### config.mk
export PLATFORM = sky130hd
export DESIGN_NAME = rounded_rect_coverage_mask
export DESIGN_NICKNAME = d
export VERILOG_FILES = /design/src/rtl/rrcm_pkg.sv /design/src/rtl/rounded_rect_coverage_mask.sv /design/src/rtl/rrcm_front.sv /design/src/rtl/rrcm_sqrt_cell.sv /design/src/rtl/rrcm_coverage.sv
export VERILOG_INCLUDE_DIRS = /design/src /design/src/rtl
export SDC_FILE = /design/constraint.sdc
export NUM_CORES = 2
export LEC_CHECK = 0
export BUFFER_PORTS_ARGS = -buffer_cell sky130_fd_sc_hd__buf_2
export CELL_PAD_IN_SITES_DETAIL_PLACEMENT = 1
export CELL_PAD_IN_SITES_GLOBAL_PLACEMENT = 1
export CORE_MARGIN = 2
export CORE_UTILIZATION = 25
export CTS_BUF_LIST = sky130_fd_sc_hd__clkbuf_8
export DETAILED_ROUTE_END_ITERATION = 10
export MAX_ROUTING_LAYER = met4
export PLACE_DENSITY = 0.55
export SLEW_MARGIN = 10
export SYNTH_ARGS = -nofsm -noshare
export SYNTH_HDL_FRONTEND = slang
export SYNTH_HIERARCHICAL = 1
export SYNTH_SLANG_ARGS = --single-unit
### constraint.sdc
create_clock -name clock -period 13.98 [get_ports clock]
set_input_delay 2.097 -clock clock [delete_from_list [all_inputs] [get_ports clock]]
set_output_delay 2.097 -clock clock [all_outputs]
set_load 0.01 [all_outputs]
### src/rtl/rounded_rect_coverage_mask_assert.svh
// ----------------------------------------------------------------------------
// rounded_rect_coverage_mask_assert.svh
// Assertion macros shared by the rounded rectangle coverage mask RTL
// ----------------------------------------------------------------------------
`ifndef ROUNDED_RECT_COVERAGE_MASK_ASSERT_SVH
`define ROUNDED_RECT_COVERAGE_MASK_ASSERT_SVH

// same-cycle implication, checked outside reset
`define RRCM_ASSERT_IMPLY(name, clk, rst, ante, cons) \
   name: assert property (@(posedge clk) disable iff (rst) (ante) |-> (cons)) \
      else $error("same-cycle implication failed");

// next-cycle implication, checked outside reset
`define RRCM_ASSERT_NEXT(name, clk, rst, ante, cons) \
   name: assert property (@(posedge clk) disable iff (rst) (ante) |=> (cons)) \
      else $error("next-cycle implication failed");

`endif

### src/rtl/rrcm_pkg.sv
// ----------------------------------------------------------------------------
// rrcm_pkg
// Widths, constants and the beat type passed along the square root chain
// ----------------------------------------------------------------------------
package rrcm_pkg;

   // field widths
   localparam int CFG_W   = 13;
   localparam int PIX_W   = 12;
   localparam int COORD_W = PIX_W + 1;      // half-pixel coordinates
   localparam int QOFF_W  = COORD_W + 1;    // signed corner offsets
   localparam int SQ_W    = 2 * COORD_W;
   localparam int SUM_W   = SQ_W + 1;
   localparam int FRAC_W  = 8;              // fractional bits of the root
   localparam int ROOT_W  = 22;
   localparam int RAD_W   = 2 * ROOT_W;
   localparam int PAD_W   = RAD_W - SUM_W - 2 * FRAC_W;
   localparam int REM_W   = ROOT_W + 2;
   localparam int OFF_W   = QOFF_W + 1;     // inner distance minus radius
   localparam int DIST_W  = ROOT_W + 3;
   localparam int T_W     = FRAC_W + 2;
   localparam int COV_W   = 8;
   localparam int ADDR_W  = 4;
   localparam int DATA_W  = 32;

   // geometry limits
   localparam int MAX_SIZE   = 4096;
   localparam int HALF_PIXEL = 1 << FRAC_W;
   localparam int NUM_CELLS  = ROOT_W;
   localparam int FRONT_STAGES = 6;

   // register indexes
   localparam logic [1:0] REG_MASK_WIDTH    = 2'd0;
   localparam logic [1:0] REG_MASK_HEIGHT   = 2'd1;
   localparam logic [1:0] REG_CORNER_RADIUS = 2'd2;

   // one beat moving through the square root chain
   typedef struct packed {
      logic                     valid;
      logic [RAD_W-1:0]         radicand;
      logic [ROOT_W-1:0]        root;
      logic [REM_W-1:0]         rem;
      logic signed [OFF_W-1:0]  offset;
   } cell_beat_type;

endpackage

### src/rtl/rounded_rect_coverage_mask.sv
// ----------------------------------------------------------------------------
// rounded_rect_coverage_mask
// Anti-aliased coverage of a rounded rectangle filling a configured mask
// ----------------------------------------------------------------------------
// Usage:
//   Program mask_width, mask_height and corner_radius through the APB-style
//   port (byte addresses 0, 4, 8) while no pixel is in flight. The radius is
//   clamped to half the smaller side; sizes saturate at 4096, zero counts as 1.
//   Pixel beats enter on start with req_pixel_x / req_pixel_y; busy is never
//   raised, so one beat may be accepted every clock cycle.
//   Each beat gives exactly one rsp_coverage, marked by a one-cycle
//   rsp_valid strobe.
//   Results leave in input order. Throughput is one pixel per clock: six
//   geometry stages, a chain of 22 square root cells (one root bit each) and
//   one coverage stage, all fully pipelined.
//   Reset clears every stage valid bit, so no strobe follows reset, and puts
//   the registers back to width 1, height 1, radius 0.
//   The receiver cannot stall; rsp_valid must be taken when it is shown.
// ----------------------------------------------------------------------------
module rounded_rect_coverage_mask import rrcm_pkg::*; (
   input  logic               clock,
   input  logic               reset,
   // pixel input
   input  logic               start,
   output logic               busy,
   input  logic [PIX_W-1:0]   req_pixel_x,
   input  logic [PIX_W-1:0]   req_pixel_y,
   // coverage result
   output logic               rsp_valid,
   output logic [COV_W-1:0]   rsp_coverage,
   // register port
   input  logic               psel,
   input  logic               penable,
   input  logic               pwrite,
   input  logic [ADDR_W-1:0]  paddr,
   input  logic [DATA_W-1:0]  pwdata,
   output logic [DATA_W-1:0]  prdata,
   output logic               pready
);

   logic [CFG_W-1:0]   width_ff, width_in;
   logic [CFG_W-1:0]   height_ff, height_in;
   logic [CFG_W-1:0]   radius_ff, radius_in;
   logic               csr_write;
   logic [1:0]         csr_index;
   logic               accept;

   cell_beat_type      cell_link [NUM_CELLS+1];

   // register port
   assign pready    = 1'b1;
   assign csr_write = psel & penable & pwrite;
   assign csr_index = paddr[ADDR_W-1 -: 2];

   always_comb begin
      width_in  = width_ff;
      height_in = height_ff;
      radius_in = radius_ff;
      if (csr_write) begin
         unique case (csr_index)
            REG_MASK_WIDTH:    width_in  = pwdata[CFG_W-1:0];
            REG_MASK_HEIGHT:   height_in = pwdata[CFG_W-1:0];
            REG_CORNER_RADIUS: radius_in = pwdata[CFG_W-1:0];
            default: ;
         endcase
      end
   end

   always_ff @(posedge clock) begin
      if (reset) begin
         width_ff  <= CFG_W'(1);
         height_ff <= CFG_W'(1);
         radius_ff <= '0;
      end else begin
         width_ff  <= width_in;
         height_ff <= height_in;
         radius_ff <= radius_in;
      end
   end

   always_comb begin
      unique case (csr_index)
         REG_MASK_WIDTH:    prdata = {{(DATA_W - CFG_W){1'b0}}, width_ff};
         REG_MASK_HEIGHT:   prdata = {{(DATA_W - CFG_W){1'b0}}, height_ff};
         REG_CORNER_RADIUS: prdata = {{(DATA_W - CFG_W){1'b0}}, radius_ff};
         default:           prdata = '0;
      endcase
   end

   // fully pipelined, a beat can enter every cycle
   assign busy   = 1'b0;
   assign accept = start & ~busy;

   // geometry stages
   rrcm_front u_front (
      .clock         (clock),
      .reset         (reset),
      .accept        (accept),
      .pixel_x       (req_pixel_x),
      .pixel_y       (req_pixel_y),
      .mask_width    (width_ff),
      .mask_height   (height_ff),
      .corner_radius (radius_ff),
      .cell_out      (cell_link[0])
   );

   // square root chain, one root bit per cell
   for (genvar gi = 0; gi < NUM_CELLS; gi++) begin : g_cell
      rrcm_sqrt_cell u_cell (
         .clock    (clock),
         .reset    (reset),
         .cell_in  (cell_link[gi]),
         .cell_out (cell_link[gi+1])
      );
   end

   // coverage stage
   rrcm_coverage u_coverage (
      .clock        (clock),
      .reset        (reset),
      .cell_in      (cell_link[NUM_CELLS]),
      .rsp_valid    (rsp_valid),
      .rsp_coverage (rsp_coverage)
   );

endmodule

### src/rtl/rrcm_front.sv
// ----------------------------------------------------------------------------
// rrcm_front
// Geometry stages: half-pixel offsets from the corner centres and the radicand
// ----------------------------------------------------------------------------
module rrcm_front import rrcm_pkg::*; (
   input  logic                clock,
   input  logic                reset,
   input  logic                accept,
   input  logic [PIX_W-1:0]    pixel_x,
   input  logic [PIX_W-1:0]    pixel_y,
   input  logic [CFG_W-1:0]    mask_width,
   input  logic [CFG_W-1:0]    mask_height,
   input  logic [CFG_W-1:0]    corner_radius,
   output cell_beat_type       cell_out
);

   logic [FRONT_STAGES-1:0]   valid_ff, valid_in;

   logic [CFG_W-1:0]          w_sat, h_sat, r_sat, m_min;
   logic [CFG_W:0]            r2_full;

   logic [COORD_W-1:0]        px1_ff, px1_in, py1_ff, py1_in;
   logic [CFG_W-1:0]          w1_ff, w1_in, h1_ff, h1_in, r21_ff, r21_in;

   logic [COORD_W-1:0]        ax2_ff, ax2_in, ay2_ff, ay2_in;
   logic [CFG_W-1:0]          wr2_ff, wr2_in, hr2_ff, hr2_in, r22_ff, r22_in;

   logic signed [QOFF_W-1:0]  qx3_ff, qx3_in, qy3_ff, qy3_in;
   logic [CFG_W-1:0]          r23_ff, r23_in;

   logic signed [QOFF_W-1:0]  qmax, inner;
   logic [COORD_W-1:0]        ox4_ff, ox4_in, oy4_ff, oy4_in;
   logic signed [OFF_W-1:0]   off4_ff, off4_in;

   logic [SQ_W-1:0]           oxsq5_ff, oxsq5_in, oysq5_ff, oysq5_in;
   logic signed [OFF_W-1:0]   off5_ff, off5_in;

   logic [SUM_W-1:0]          sq_sum;
   cell_beat_type             beat_ff, beat_in;

   // stage valid shift line
   assign valid_in = {valid_ff[FRONT_STAGES-2:0], accept};

   always_ff @(posedge clock) begin
      if (reset) begin
         valid_ff <= '0;
      end else begin
         valid_ff <= valid_in;
      end
   end

   // saturated sizes and clamped doubled radius
   always_comb begin
      w_sat = (mask_width > CFG_W'(MAX_SIZE)) ? CFG_W'(MAX_SIZE) : mask_width;
      if (w_sat == '0) begin
         w_sat = CFG_W'(1);
      end
      h_sat = (mask_height > CFG_W'(MAX_SIZE)) ? CFG_W'(MAX_SIZE) : mask_height;
      if (h_sat == '0) begin
         h_sat = CFG_W'(1);
      end
      r_sat   = (corner_radius > CFG_W'(MAX_SIZE)) ? CFG_W'(MAX_SIZE) : corner_radius;
      m_min   = (w_sat < h_sat) ? w_sat : h_sat;
      r2_full = {r_sat, 1'b0};
   end

   // stage 1: pixel centres and sizes
   assign px1_in = {pixel_x, 1'b1};
   assign py1_in = {pixel_y, 1'b1};
   assign w1_in  = w_sat;
   assign h1_in  = h_sat;
   assign r21_in = (r2_full > {1'b0, m_min}) ? m_min : r2_full[CFG_W-1:0];

   // stage 2: distance from the mask centre and half the straight edge lengths
   assign ax2_in = (px1_ff >= w1_ff) ? (px1_ff - w1_ff) : (w1_ff - px1_ff);
   assign ay2_in = (py1_ff >= h1_ff) ? (py1_ff - h1_ff) : (h1_ff - py1_ff);
   assign wr2_in = w1_ff - r21_ff;
   assign hr2_in = h1_ff - r21_ff;
   assign r22_in = r21_ff;

   // stage 3: signed offsets from the corner circle centres
   assign qx3_in = $signed({1'b0, ax2_ff}) - $signed({1'b0, wr2_ff});
   assign qy3_in = $signed({1'b0, ay2_ff}) - $signed({1'b0, hr2_ff});
   assign r23_in = r22_ff;

   // stage 4: outer components and inner distance less the radius
   always_comb begin
      qmax   = (qx3_ff > qy3_ff) ? qx3_ff : qy3_ff;
      inner  = qmax[QOFF_W-1] ? qmax : '0;
      ox4_in = qx3_ff[QOFF_W-1] ? '0 : qx3_ff[COORD_W-1:0];
      oy4_in = qy3_ff[QOFF_W-1] ? '0 : qy3_ff[COORD_W-1:0];
      off4_in = OFF_W'(inner) - $signed({2'b00, r23_ff});
   end

   // stage 5: squares
   assign oxsq5_in = ox4_ff * ox4_ff;
   assign oysq5_in = oy4_ff * oy4_ff;
   assign off5_in  = off4_ff;

   // stage 6: radicand with fractional bits, seeds the root chain
   assign sq_sum = {1'b0, oxsq5_ff} + {1'b0, oysq5_ff};

   always_comb begin
      beat_in.valid    = valid_ff[FRONT_STAGES-2];
      beat_in.radicand = {{PAD_W{1'b0}}, sq_sum, {(2 * FRAC_W){1'b0}}};
      beat_in.root     = '0;
      beat_in.rem      = '0;
      beat_in.offset   = off5_ff;
   end

   // payload registers
   always_ff @(posedge clock) begin
      px1_ff   <= px1_in;
      py1_ff   <= py1_in;
      w1_ff    <= w1_in;
      h1_ff    <= h1_in;
      r21_ff   <= r21_in;
      ax2_ff   <= ax2_in;
      ay2_ff   <= ay2_in;
      wr2_ff   <= wr2_in;
      hr2_ff   <= hr2_in;
      r22_ff   <= r22_in;
      qx3_ff   <= qx3_in;
      qy3_ff   <= qy3_in;
      r23_ff   <= r23_in;
      ox4_ff   <= ox4_in;
      oy4_ff   <= oy4_in;
      off4_ff  <= off4_in;
      oxsq5_ff <= oxsq5_in;
      oysq5_ff <= oysq5_in;
      off5_ff  <= off5_in;
      beat_ff  <= beat_in;
   end

   always_comb begin
      cell_out       = beat_ff;
      cell_out.valid = valid_ff[FRONT_STAGES-1];
   end

endmodule

### src/rtl/rrcm_sqrt_cell.sv
// ----------------------------------------------------------------------------
// rrcm_sqrt_cell
// One restoring square root step: takes two radicand bits, yields one root bit
// ----------------------------------------------------------------------------
module rrcm_sqrt_cell import rrcm_pkg::*; (
   input  logic           clock,
   input  logic           reset,
   input  cell_beat_type  cell_in,
   output cell_beat_type  cell_out
);

`include "rounded_rect_coverage_mask_assert.svh"

   logic [REM_W+1:0]          rem_shift, trial, diff;
   logic                      fits;

   logic                      valid_ff, valid_in;
   logic [RAD_W-1:0]          radicand_ff, radicand_in;
   logic [ROOT_W-1:0]         root_ff, root_in;
   logic [REM_W-1:0]          rem_ff, rem_in;
   logic signed [OFF_W-1:0]   offset_ff, offset_in;

   // trial subtraction of 4*root + 1 from the shifted remainder
   always_comb begin
      rem_shift   = {cell_in.rem, cell_in.radicand[RAD_W-1 -: 2]};
      trial       = {{(REM_W - ROOT_W){1'b0}}, cell_in.root, 2'b01};
      fits        = (rem_shift >= trial);
      diff        = rem_shift - trial;
      valid_in    = cell_in.valid;
      radicand_in = {cell_in.radicand[RAD_W-3:0], 2'b00};
      root_in     = {cell_in.root[ROOT_W-2:0], fits};
      rem_in      = fits ? diff[REM_W-1:0] : rem_shift[REM_W-1:0];
      offset_in   = cell_in.offset;
   end

   always_ff @(posedge clock) begin
      if (reset) begin
         valid_ff <= 1'b0;
      end else begin
         valid_ff <= valid_in;
      end
   end

   always_ff @(posedge clock) begin
      radicand_ff <= radicand_in;
      root_ff     <= root_in;
      rem_ff      <= rem_in;
      offset_ff   <= offset_in;
   end

   always_comb begin
      cell_out.valid    = valid_ff;
      cell_out.radicand = radicand_ff;
      cell_out.root     = root_ff;
      cell_out.rem      = rem_ff;
      cell_out.offset   = offset_ff;
   end

   // beats advance one cell per cycle
   `RRCM_ASSERT_NEXT(a_cell_valid_moves, clock, reset, cell_in.valid, cell_out.valid)
   // partial remainder never exceeds twice the partial root
   `RRCM_ASSERT_IMPLY(a_cell_rem_bound, clock, reset, cell_out.valid, ({1'b0, cell_out.rem} <= {2'b00, cell_out.root, 1'b0}))
   // distance offset rides along untouched
   `RRCM_ASSERT_NEXT(a_cell_offset_held, clock, reset, cell_in.valid, (cell_out.offset == $past(cell_in.offset)))

endmodule

### src/rtl/rrcm_coverage.sv
// ----------------------------------------------------------------------------
// rrcm_coverage
// Signed distance to coverage: clamp, scale by 255 and round
// ----------------------------------------------------------------------------
module rrcm_coverage import rrcm_pkg::*; (
   input  logic              clock,
   input  logic              reset,
   input  cell_beat_type     cell_in,
   output logic              rsp_valid,
   output logic [COV_W-1:0]  rsp_coverage
);

`include "rounded_rect_coverage_mask_assert.svh"

   logic signed [DIST_W-1:0]  distance, t_raw;
   logic [T_W-1:0]            t_clamp;
   logic [T_W+FRAC_W-1:0]     scaled;

   logic                      valid_ff, valid_in;
   logic [COV_W-1:0]          coverage_ff, coverage_in;

   // distance in half pixels, Q.8
   always_comb begin
      distance = $signed({3'b000, cell_in.root})
               + $signed({{(DIST_W - OFF_W - FRAC_W){cell_in.offset[OFF_W-1]}},
                          cell_in.offset, {FRAC_W{1'b0}}});
      t_raw = DIST_W'(HALF_PIXEL) - distance;
      priority if (t_raw[DIST_W-1]) begin
         t_clamp = '0;
      end else if (t_raw > DIST_W'(2 * HALF_PIXEL)) begin
         t_clamp = T_W'(2 * HALF_PIXEL);
      end else begin
         t_clamp = t_raw[T_W-1:0];
      end
      // t * 255 + half, then drop the nine fraction bits
      scaled = {t_clamp, {FRAC_W{1'b0}}} - {{FRAC_W{1'b0}}, t_clamp}
             + (T_W + FRAC_W)'(HALF_PIXEL);
      coverage_in = scaled[T_W+FRAC_W-2 -: COV_W];
      valid_in    = cell_in.valid;
   end

   always_ff @(posedge clock) begin
      if (reset) begin
         valid_ff <= 1'b0;
      end else begin
         valid_ff <= valid_in;
      end
   end

   always_ff @(posedge clock) begin
      coverage_ff <= coverage_in;
   end

   assign rsp_valid    = valid_ff;
   assign rsp_coverage = coverage_ff;

   // every beat leaving the chain gives one result strobe
   `RRCM_ASSERT_NEXT(a_cov_strobe, clock, reset, cell_in.valid, rsp_valid)
   // strictly inside the shape with no outer component, coverage is full
   `RRCM_ASSERT_NEXT(a_cov_deep_inside, clock, reset, (cell_in.valid && (cell_in.root == '0) && cell_in.offset[OFF_W-1]), (rsp_coverage == '1))
   // half a pixel or more outside a square corner gives nothing
   `RRCM_ASSERT_NEXT(a_cov_far_outside, clock, reset, (cell_in.valid && (cell_in.offset == '0) && (cell_in.root >= ROOT_W'(HALF_PIXEL))), (rsp_coverage == '0))

endmodule
==> results.toml <==
[setup_path]
crit_top_cell = "fa_1"
path_cells = "nand2_1, fa_1, inv_1, fa_1, fa_1, inv_1, fa_1, fa_1, inv_1, ha_1, o21a_1, o21ai_0, o31ai_1, o311ai_1, a21oi_1, o41ai_1, o21bai_1, a21oi_1, xnor2_1"
cp_data_required_time_ps = 14910
crit_type = "flop to flop"
cp_slowest_stage_delay_ps = 840
ff2ff_setup_slack_ps = 7500
crit_slowest_cell = "dfxtp_1"
cp.arrival_ps = 7410
start_kind = "flop"
path_max_fanout = 16
critPathCaptureType = "flop"

[power_and_ir_drop]
p_per_area_nw_per_um2 = 293
ir_worst_vdd_v = 0.000155
leakagePower_nw = 51.2

[layout]
final_util_pct = 28.3
drive_gt1_share_pct = 7.93
nNetsFinal = 11628
syn_to_final_growth_pct = 12.8

[clock_tree]
cts.reportedPaths.clkPinSlew_ps = 60
cts_resized = 0
cts_hold_buf = 0
cts_setup_buffers = 0
cts_tree = "yes"
clk_latency_ps = 1070
htree_levels = 5
clkSinkCount = 2173
numCtsBuffers = 359
clock_path_buffers = 4
cts-root-buf = "clkbuf_8"

[global_routing]
grt_overflow_total = 0
grt_util_all_layers_pct = 13.2
grt_pass1_wl_um = 414000
grt_max_degree = 83
first_global_vias = 72835
antenna_found_initial = 9

[outcome]
status = "finished, final reports clean"

[floorplanning]
core_um2 = 396000
die_x_um = 635
die_h_um = 635
io_pins = 109
dieArea_um2 = 403000
num_rows = 231
initial_core_util_pct = 25.1

[logic_synthesis]
mappedNetlistArea_um2 = 99500
synth_cells = 10361
yosysWarnings = 6
syn_avg_cell_area_um2 = 9.60

[placement]
io_buffer_count = 66
detailed_place_hpwl_um = 208000
place_congestion = 0.832
preCtsSetupSlack_ps = 7470

[sta]
final.setup_skew_ps = 162
rsz0062_at_grt = "no"
hold_violations = 0
relSlewSlack_pct = 33.3
min_period_ps = 6480
tightest_slew_ps = 997
clock.fmax_mhz = 154
fin_crit_sh_pct = 46.4
finalSetupViolCount = 0
slew_violations = 0
setup_ws_ps = 7500
whs_ps = 202
setup_tns_ps = 0

[routing]
ant_nets = 0
num_vias = 70085
drt-total-wl_um = 261000
first_pass_iters = 5
drtIter0Drc = 3012
drc_errors = 0
wl_per_cell_um = 16.3
vias_per_cell = 4.37

[job]
cap_violations = 0

[hold_path]
hp-class = "flop to flop"
power breakdown:
group	internal, mW	switching, mW
Combinational	6.83	9.87
Clock	3.36	2.61
Sequential	8.66	1.55
worst paths after layout:
kind,start,cells after the start,end
worst max register to register,u_front/ox4_ff[1],19,u_front/oxsq5_ff[25]
worst max-delay path,u_front/ox4_ff[1],19,u_front/oxsq5_ff[25]
worst min-delay path,g_cell[8].u_cell/radicand_ff[39],0,g_cell[9].u_cell/radicand_ff[41]
worst min register to register,g_cell[8].u_cell/radicand_ff[39],0,g_cell[9].u_cell/radicand_ff[41]
area by class of cell:
| cell class | instances | area, um^2 |
|---|---|---|
| fillers | 45711 | 284000 |
| multi-input cells | 6748 | 49600 |
| flip-flops and latches | 2173 | 43500 |
| well taps | 5242 | 6560 |
| clock buffers | 442 | 6080 |
| inverters | 1100 | 4140 |
| clock inverters | 196 | 1740 |
| repair buffers | 87 | 490 |
| diodes | 43 | 108 |
registers in the layout (all words and copies together), names as in the netlist, 14 cells and up:
register and cells:
u_front/qy3_ff 14, u_front/cell_out 42, g_cell.u_cell/root_ff 484, g_cell.u_cell/offset_ff 330, u_front/oxsq5_ff 25, u_front/off5_ff 15
u_front/off4_ff 15, g_cell.u_cell/radicand_ff 462, u_front/qx3_ff 14, u_front/oysq5_ff 25, g_cell.u_cell/valid_ff 22, g_cell.u_cell/rem_ff 504
routing by layer:
metal	vias up	GRT usage (%)	part of all wire (%)
li1	35331	-	-
met3	409	1.67	3.5
met1	33404	17.1	47
met5	-	-	0
met4	0	4.01	2.6
met2	941	21.5	47
stage by stage:
| step | std cells | total power, mW | cell area, um^2 |
|---|---|---|---|
| 2_1_floorplan | 10442 | 22.6 | 99800 |
| 3_3_place_gp | 15350 | 27.1 | 104000 |
| 3_5_place_dp | 15350 | 27.2 | 104000 |
| 4_1_cts | 15988 | 33.5 | 112000 |
| 5_1_grt | 16027 | 36.0 | 112000 |
| 6_report | 16031 | 32.9 | 112000 |
placed cells by master, fill, tap and decap left out, types with 47 or more instances in the layout:
cell,instances
nor2_1,391
xor2_1,225
inv_1,1159
clkinv_2,55
nand4_1,125
nand2b_1,134
nor2b_1,126
a21o_1,246
o21bai_1,73
buf_2,65
conb_1,84
a21boi_0,64
o31ai_1,50
nand2_1,943
and3_1,48
clkbuf_8,442
fa_1,205
o21a_1,47
o21ai_1,387
mux2i_1,109
a31oi_1,69
nor3_1,171
dfxtp_1,2173
ha_1,888
and2_1,157
xnor2_1,364
o211ai_1,82
a211oi_1,101
o21ai_0,380
a21oi_1,544
nand3_1,183
critical path: cells and delay by family, from the launching register on:
family                     cells  cell delay [ps]
and+or+nand+nor                1              210
DFF                            1              840
AOI/OAI and AO/OA              8             2090
buffers and inverters          3              150
adders and majority gates      6             2960
xor gates and xnor gates       1              140
Power figures use the tool's default switching activity.
